$ cat src/hdl/bee_pkg.sv
package bee_pkg;

    localparam int BYTE_W      = 8;
    localparam int FIELD_W     = 48;
    localparam int ONES_W      = $clog2(BYTE_W + 1);
    localparam int NUM_SLOTS   = BYTE_W + 2;
    localparam int FLUSH_SLOT  = BYTE_W;
    localparam int TOTAL_SLOT  = BYTE_W + 1;
    localparam int OUT_BITS    = 3 * FIELD_W + 1;
    localparam int OUT_TDATA_W = ((OUT_BITS + 7) / 8) * 8;
    localparam int OUT_PAD_W   = OUT_TDATA_W - OUT_BITS;

    localparam logic KIND_EXTENT = 1'b0;
    localparam logic KIND_TOTAL  = 1'b1;

    localparam logic [FIELD_W-1:0] CNT_MAX = '1;

    typedef struct packed {
        logic               kind;
        logic [FIELD_W-1:0] start;
        logic [FIELD_W-1:0] length;
        logic [FIELD_W-1:0] used;
        logic               ovf;
    } t_result;

endpackage

$ cat src/hdl/bitmap_extent_extractor_top.sv
// Bitmap extent extractor.
// Slave stream: one bitmap byte per request in i_s_axis_tdata[7:0], bit 0 is the
// lowest cluster; i_s_axis_tlast marks the final byte of the map.
// Master stream: one result per request. tuser is the item kind (0 extent,
// 1 end-of-map total), tlast flags the last result caused by one input byte.
// A byte that closes no run and is not final yields no result.
// The first result of a byte passes through the slot register, then the
// output register. Throughput: a byte is taken every cycle while each byte
// yields at most one result and the receiver does not stall; a byte yielding
// k results (up to 6) holds the input while the single output register
// drains one result slot per cycle, as long as the receiver takes them.
// The final byte also clears position, run and count state for the next map.
// Reset (synchronous, active low) clears the slot valid bits and the scan state and drops o_m_axis_tvalid.
// When the receiver stalls, the output register holds its result and the
// slot register keeps the rest; one more byte is taken only once the slot
// register is empty or about to empty.
module bitmap_extent_extractor_top #(
    parameter int CLUSTER_BITS = 48
) (
    input  logic                               i_clk,
    input  logic                               i_rst_n,
    input  logic                               i_s_axis_tvalid,
    output logic                               o_s_axis_tready,
    // [7:0] map_byte
    input  logic [bee_pkg::BYTE_W-1:0]         i_s_axis_tdata,
    // final_byte
    input  logic                               i_s_axis_tlast,
    output logic                               o_m_axis_tvalid,
    input  logic                               i_m_axis_tready,
    // [47:0] extent_start, [95:48] extent_length, [143:96] used_total,
    // [144] overflow, [151:145] zero
    output logic [bee_pkg::OUT_TDATA_W-1:0]    o_m_axis_tdata,
    // item_kind
    output logic                               o_m_axis_tuser,
    // last_of_run
    output logic                               o_m_axis_tlast
);
    import bee_pkg::*;

    t_result                scan_slot [NUM_SLOTS];
    logic [NUM_SLOTS-1:0]   scan_vld;

    t_result                r_slot [NUM_SLOTS];
    logic [NUM_SLOTS-1:0]   r_slot_vld;
    t_result                r_out;
    logic                   r_out_vld;
    logic                   r_out_last;

    t_result                sel;
    logic [NUM_SLOTS-1:0]   rem;
    logic                   move;
    logic                   load;

    bee_scan #(
        .CLUSTER_BITS (CLUSTER_BITS)
    ) u_scan (
        .i_clk      (i_clk),
        .i_rst_n    (i_rst_n),
        .i_load     (load),
        .i_bits     (i_s_axis_tdata),
        .i_fin      (i_s_axis_tlast),
        .o_slot     (scan_slot),
        .o_slot_vld (scan_vld)
    );

    // lowest pending slot goes out first
    always_comb begin
        sel = r_slot[0];
        for (int i = NUM_SLOTS - 1; i >= 0; i--) begin
            if (r_slot_vld[i]) begin
                sel = r_slot[i];
            end
        end
    end

    assign rem             = r_slot_vld & (r_slot_vld - NUM_SLOTS'(1));
    assign move            = (r_slot_vld != '0) && (!r_out_vld || i_m_axis_tready);
    assign o_s_axis_tready = (r_slot_vld == '0) || (move && (rem == '0));
    assign load            = i_s_axis_tvalid && o_s_axis_tready;

    always_ff @(posedge i_clk) begin
        if (!i_rst_n) begin
            r_slot_vld <= '0;
            r_out_vld  <= 1'b0;
        end else begin
            if (load) begin
                r_slot_vld <= scan_vld;
            end else if (move) begin
                r_slot_vld <= rem;
            end
            if (move) begin
                r_out_vld <= 1'b1;
            end else if (i_m_axis_tready) begin
                r_out_vld <= 1'b0;
            end
        end
    end

    always_ff @(posedge i_clk) begin
        if (load) begin
            r_slot <= scan_slot;
        end
        if (move) begin
            r_out      <= sel;
            r_out_last <= (rem == '0);
        end
    end

    assign o_m_axis_tvalid = r_out_vld;
    assign o_m_axis_tdata  = {{OUT_PAD_W{1'b0}}, r_out.ovf, r_out.used,
                              r_out.length, r_out.start};
    assign o_m_axis_tuser  = r_out.kind;
    assign o_m_axis_tlast  = r_out_last;

endmodule

$ cat src/hdl/bee_scan.sv
module bee_scan #(
    parameter int CLUSTER_BITS = 48
) (
    input  logic                            i_clk,
    input  logic                            i_rst_n,
    input  logic                            i_load,
    input  logic [bee_pkg::BYTE_W-1:0]      i_bits,
    input  logic                            i_fin,
    output bee_pkg::t_result                o_slot [bee_pkg::NUM_SLOTS],
    output logic [bee_pkg::NUM_SLOTS-1:0]   o_slot_vld
);
    import bee_pkg::*;

    localparam logic [CLUSTER_BITS-1:0] POS_MAX = '1;

    logic                    r_run_open;
    logic [CLUSTER_BITS-1:0] r_run_start;
    logic [CLUSTER_BITS-1:0] r_pos;
    logic [FIELD_W-1:0]      r_cnt;
    logic                    r_sat;

    // per-bit views: index b is the state seen just before bit b
    logic [CLUSTER_BITS-1:0] pos     [BYTE_W+1];
    logic [CLUSTER_BITS-1:0] st      [BYTE_W+1];
    logic [FIELD_W-1:0]      cnt     [BYTE_W+1];
    logic                    sat_at  [BYTE_W+1];
    logic                    open_at [BYTE_W+1];

    function automatic logic [FIELD_W-1:0] to_field(input logic [CLUSTER_BITS-1:0] v);
        logic [63:0] w;
        w = 64'(v);
        return w[FIELD_W-1:0];
    endfunction

    always_comb begin
        logic [CLUSTER_BITS:0] psum;
        logic [FIELD_W:0]      csum;
        logic [ONES_W-1:0]     ones;
        ones = '0;
        for (int b = 0; b <= BYTE_W; b++) begin
            psum   = {1'b0, r_pos} + (CLUSTER_BITS+1)'(b);
            pos[b] = (psum > {1'b0, POS_MAX}) ? POS_MAX : psum[CLUSTER_BITS-1:0];
            csum   = {1'b0, r_cnt} + (FIELD_W+1)'(ones);
            cnt[b] = (csum > {1'b0, CNT_MAX}) ? CNT_MAX : csum[FIELD_W-1:0];
            if (b < BYTE_W) begin
                ones = ones + ONES_W'(i_bits[b]);
            end
        end
    end

    always_comb begin
        sat_at[0]  = r_sat;
        open_at[0] = r_run_open;
        st[0]      = r_run_start;
        for (int b = 1; b <= BYTE_W; b++) begin
            // flag sets once a bit has been taken at the top position
            sat_at[b]  = r_sat | (pos[b-1] == POS_MAX);
            open_at[b] = i_bits[b-1];
            st[b]      = (i_bits[b-1] && !open_at[b-1]) ? pos[b-1] : st[b-1];
        end
    end

    always_comb begin
        for (int b = 0; b < BYTE_W; b++) begin
            o_slot_vld[b]    = !i_bits[b] && open_at[b];
            o_slot[b].kind   = KIND_EXTENT;
            o_slot[b].start  = to_field(st[b]);
            o_slot[b].length = to_field(pos[b] - st[b]);
            o_slot[b].used   = cnt[b];
            o_slot[b].ovf    = sat_at[b];
        end
        o_slot_vld[FLUSH_SLOT]    = i_fin && open_at[BYTE_W];
        o_slot[FLUSH_SLOT].kind   = KIND_EXTENT;
        o_slot[FLUSH_SLOT].start  = to_field(st[BYTE_W]);
        o_slot[FLUSH_SLOT].length = to_field(pos[BYTE_W] - st[BYTE_W]);
        o_slot[FLUSH_SLOT].used   = cnt[BYTE_W];
        o_slot[FLUSH_SLOT].ovf    = sat_at[BYTE_W];
        o_slot_vld[TOTAL_SLOT]    = i_fin;
        o_slot[TOTAL_SLOT].kind   = KIND_TOTAL;
        o_slot[TOTAL_SLOT].start  = '0;
        o_slot[TOTAL_SLOT].length = '0;
        o_slot[TOTAL_SLOT].used   = cnt[BYTE_W];
        o_slot[TOTAL_SLOT].ovf    = sat_at[BYTE_W];
    end

    always_ff @(posedge i_clk) begin
        if (!i_rst_n) begin
            r_run_open  <= 1'b0;
            r_run_start <= '0;
            r_pos       <= '0;
            r_cnt       <= '0;
            r_sat       <= 1'b0;
        end else if (i_load) begin
            if (i_fin) begin
                r_run_open  <= 1'b0;
                r_run_start <= '0;
                r_pos       <= '0;
                r_cnt       <= '0;
                r_sat       <= 1'b0;
            end else begin
                r_run_open  <= open_at[BYTE_W];
                r_run_start <= st[BYTE_W];
                r_pos       <= pos[BYTE_W];
                r_cnt       <= cnt[BYTE_W];
                r_sat       <= sat_at[BYTE_W];
            end
        end
    end

endmodule

$ cat config.mk
export PLATFORM = sky130hd
export DESIGN_NAME = bitmap_extent_extractor_top
export DESIGN_NICKNAME = d
export VERILOG_FILES = /design/src/hdl/bee_pkg.sv /design/src/hdl/bitmap_extent_extractor_top.sv /design/src/hdl/bee_scan.sv
export SDC_FILE = /design/constraint.sdc
export NUM_CORES = 2
export LEC_CHECK = 0
export BUFFER_PORTS_ARGS = -buffer_cell sky130_fd_sc_hd__buf_4
export CAP_MARGIN = 25
export CORE_UTILIZATION = 50
export CTS_CLUSTER_SIZE = 14
export DETAILED_ROUTE_END_ITERATION = 8
export GPL_TIMING_DRIVEN = 0
export PLACE_DENSITY = 0.71
export REMOVE_ABC_BUFFERS = 1
export SYNTH_ARGS = -nofsm -noshare
export SYNTH_HDL_FRONTEND = slang
export SYNTH_HIERARCHICAL = 1
export SYNTH_SLANG_ARGS = --single-unit
$ cat constraint.sdc
create_clock -name i_clk -period 46.4 [get_ports i_clk]
set_clock_uncertainty 0.05 [all_clocks]
set_input_delay 6.96 -clock i_clk [delete_from_list [all_inputs] [get_ports i_clk]]
set_output_delay 6.96 -clock i_clk [all_outputs]
set_load 0.05 [all_outputs]
==> key figures <==
Run status
  – Status: finished, violations left
  – Failing checks: DRC

Synthesis
  – Synth Instances: 11.8k
  – Mean Syn Cell Area: 9.61 µm²
  – Post-synth top area share: 42.7%
  – Post-Synth Simple-Gate Area: 14.8%
  – Post-synth EDFFs: 1,607
  – Yosys cell types: 109
  – Complex-gate fraction of the synthesized area: 17.4%
  – Synth area leader: edfxtp_1
  – Ys async rst share: 0%
  – Synth Area in Adders: 5.57%
  – Yosys warnings: 6
  – Cell Area, Synth: 113,000 µm²
  – Main combinational cell family by area after synthesis: compound AO/OA/AOI/OAI gates
  – Sequential fraction of the synthesis area: 45.5%
  – Mux contribution to synthesized area: 3.50%
  – Synth area leaders: edfxtp_1 (43%), ha_1 (5.2%), xnor2_1 (4.3%), nand2_1 (4.1%), a21oi_1 (4.0%)
  – Synthesis-stage register bit count: 1,764
  – Post-synth top flop: edfxtp_1
  – Post-Synth XOR/XNOR Area: 6.85%

Worst setup path
  – Delay-heaviest family, CP: compound AO/OA/AOI/OAI gates
  – Bufs and invs on worst path: 5
  – Crit Path Class: input port to register
  – Worst-path cell with the longest stage delay: a311oi_1
  – Reg2Reg Depth: 40
  – CP max FO: 18
  – WP data arrival: 17,130 ps
  – Number of stages on the worst setup path: 35
  – Worst setup EP type: register
  – Most frequent CP cell: a21oi_1
  – CP peak stage delay: 630 ps
  – CP required: 46,940 ps
  – Startpoint Class: input port

Place
  – Post-DP HPWL: 414 mm
  – Final GP Congestion: 1.14
  – Cells after DPL: 14.4k
  – Placed Area: 120,000 µm²
  – PortBufs: 161

Floorplan
  – Core area: 225,000 µm²
  – Starting density of the core: 50.3%
  – Chip height: 477 µm
  – I/O Pins: 169
  – Die X: 477 µm
  – Num rows: 174
  – Overall die area: 228,000 µm²

Pwr
  – Clock power share: 33.8%
  – Power density cells: 38.4 nW/µm²
  – Total Power: 0.00486 W
  – Max IR drop VDD: 38.2 µV
  – Switching pwr: 0.00155 W
  – Share of total power in sequential cells: 43.3%
  – Logic gate share of total power: 22.9%
  – Lkg Pwr: 50.6 nW
  – Sw Ratio: 31.9%
  – Int Pwr: 0.00332 W

Timing
  – RSZ-0062 raised after global routing: no
  – Max_slew headroom: 11.1%
  – Least-Margin Pin Slew: 1320 ps
  – Max Transition Viols Final: 0
  – Final Hold Vio Count: 0
  – Final setup fails: 0
  – Hold Slack: 366 ps
  – Fin crit share: 35.8%
  – Fmax: 0.0603 GHz
  – Crit path time final: 16,600 ps

Final layout
  – Total area of sequential cells: 51,500 µm²
  – Layout cells sized above 1: 10.7%
  – Post-Layout Cell Count: 14.8k
  – Fillcell total: 19.1k
  – Multi-input gate area: 55,400 µm²
  – Nets: 12.1k
  – P&R area growth vs syn: 12.2%
  – Fin area: 127,000 µm²

Clock network
  – Post-CTS setup buffers: 0
  – Clock tree buffer depth: 3
  – Clk pin slew, worst setup/hold paths: 60 ps
  – H-tree depth: 4
  – Cts hold-fix bufs: 0
  – CTS tree: built
  – CTS Buf Count: 192
  – Clk Latency, worst-skew pair: 920 ps
  – Clock sink count: 1,764
  – Post_cts resized: 0
  – Clock root cell: clkbuf_16

Global routing
  – Initial antenna violation count: 45
  – First-pass GRT wire length: 742 mm
  – Largest net degree at the start of global routing: 77
  – GR Overflow Total: 0
  – Global Route Usage Sum: 46.5%
  – Via count of the first global-routing pass: 93.9k

Drt
  – Drt drc: 2
  – DR pass1 iterations: 9
  – Vias: 102k
  – Routed wire length: 546 mm
  – Post-DRT Antenna Nets: 0
  – Routed vias/inst: 6.88
  – Detailed-route wire length per cell: 37.0 µm
  – Initial DRC count: 15.9k

Run
  – Max Cap Viol: 0

Worst hold path
  – HP Class: register to register
  – Hold path depth: 0
[registers in the layout, indices dropped and copies added, names as in the netlist]
name,cells
o_m_axis_tdata,145
u_scan/r_run_open,1
u_scan/r_run_start,48
r_slot_vld,10
o_m_axis_tvalid,1
r_slot,1460
u_scan/r_pos,48
o_m_axis_tlast,1
o_m_axis_tuser,1
u_scan/r_cnt,48
u_scan/r_sat,1
[routing by layer]
layer | up-vias | part of all wire (%) | GRT usage [%]
met5 | - | 0.037 | 0.105
met4 | 32 | 8.9 | 34.2
met3 | 1752 | 13 | 13.5
met2 | 7778 | 42 | 68.2
met1 | 49597 | 36 | 58.3
li1 | 42424 | - | -
[Yosys cell counts, types with 47 or more instances]
| library cell | number |
|---|---|
| or2_2 | 58 |
| xor2_1 | 329 |
| nand2b_1 | 94 |
| o21a_1 | 64 |
| nand4_1 | 146 |
| mux2i_1 | 187 |
| inv_1 | 762 |
| nor2b_1 | 95 |
| a21boi_0 | 47 |
| and3_1 | 127 |
| o21ai_0 | 635 |
| a21oi_1 | 910 |
| o221ai_1 | 273 |
| buf_1 | 82 |
| xnor2_1 | 555 |
| a221oi_1 | 137 |
| mux2_2 | 185 |
| a21o_1 | 143 |
| clkbuf_1 | 653 |
| a31oi_1 | 106 |
| nor2_1 | 784 |
| and2_1 | 80 |
| dfxtp_1 | 157 |
| a22oi_1 | 263 |
| nor3_1 | 202 |
| nand3_1 | 310 |
| nand2_1 | 1227 |
| buf_4 | 172 |
| ha_1 | 472 |
| or3_1 | 97 |
| nor4_1 | 85 |
| edfxtp_1 | 1607 |
[through the flow]
stage | setup slack (ps) | TNS [ps] | util [%]
2_1_floorplan | -23720 | -3111000 | -
3_3_place_gp | -84580 | - | 50.8
3_5_place_dp | 29700 | 0 | 53.3
4_1_cts | 30500 | 0 | 56.3
5_1_grt | 29820 | 0 | 56.4
6_report | 29800 | 0 | 56.4
[worst reg2reg max path: cells and delay by family, from the launching register on]
family	cells	cell delay, ps
flip-flops	1	1060
buffers and inverters	4	780
AO/OA/AOI/OAI	24	8140
XOR/XNOR	2	600
adder cells (fa/ha/maj)	3	1530
AND/OR/NAND/NOR	7	3260
[final timing paths]
kind                                        startpoint           end  slack (ps)
worst max-delay path                 i_s_axis_tdata[0]   r_slot[825]       29800
worst min-delay path            u_scan/r_run_start[18]  r_slot[1429]         370
worst max register to register         u_scan/r_pos[4]   r_slot[825]       30660
worst min register to register  u_scan/r_run_start[18]  r_slot[1429]         370
[layout by cell type (no fill, tap or decap), types with 106 or more instances in the layout]
cell and instances:
and3_1 127, inv_1 760, a21o_1 143, edfxtp_1 1607
buf_4 223, conb_1 113, xnor2_1 555, nor2_1 780
nand3_1 310, nand4_1 146, mux2_2 185, nor3_1 183
o21ai_0 631, nand2_1 1216, a221oi_1 136, a22oi_1 263
a21oi_1 903, o221ai_1 273, xor2_1 329, a31oi_1 106
ha_1 470, dfxtp_1 124, mux2i_1 187, clkbuf_16 194
[power groups by stage]
stage	combinational, W	sequential (W)	clock, W
6_report	0.00111	0.00211	0.00164
5_1_grt	0.00116	0.00212	0.00171
4_1_cts	0.00109	0.00211	0.00165
3_5_place_dp	0.00108	0.00214	0
3_3_place_gp	0.00104	0.00254	0
2_1_floorplan	0.000513	0.00255	0
[area by class of cell]
cell class                      count  area share (%)
Clock inverter                    113            1.14
Clock buffer                      252            4.15
Sequential cell                  1764            40.6
Tap cell                         2992            2.95
Inverter                          771            2.30
Multi-Input combinational cell   8378            43.7
Antenna cell                       27          0.0533
Timing Repair Buffer              464            5.11
[logic make-up (layout without fill, tap and decap cells)]
| logic type | after synthesis | in the layout |
|---|---|---|
| AO/OA/AOI/OAI | 3027 | 3027 |
| buffers and inverters | 1725 | 1600 |
| other | 3 | 140 |
| flip-flops | 1764 | 1764 |
| XOR/XNOR | 884 | 884 |
| adder cells (fa/ha/maj) | 497 | 497 |
| multiplexers | 372 | 372 |
| AND/OR/NAND/NOR | 3485 | 3485 |
No activity file was read; power rests on OpenSTA's default activity.
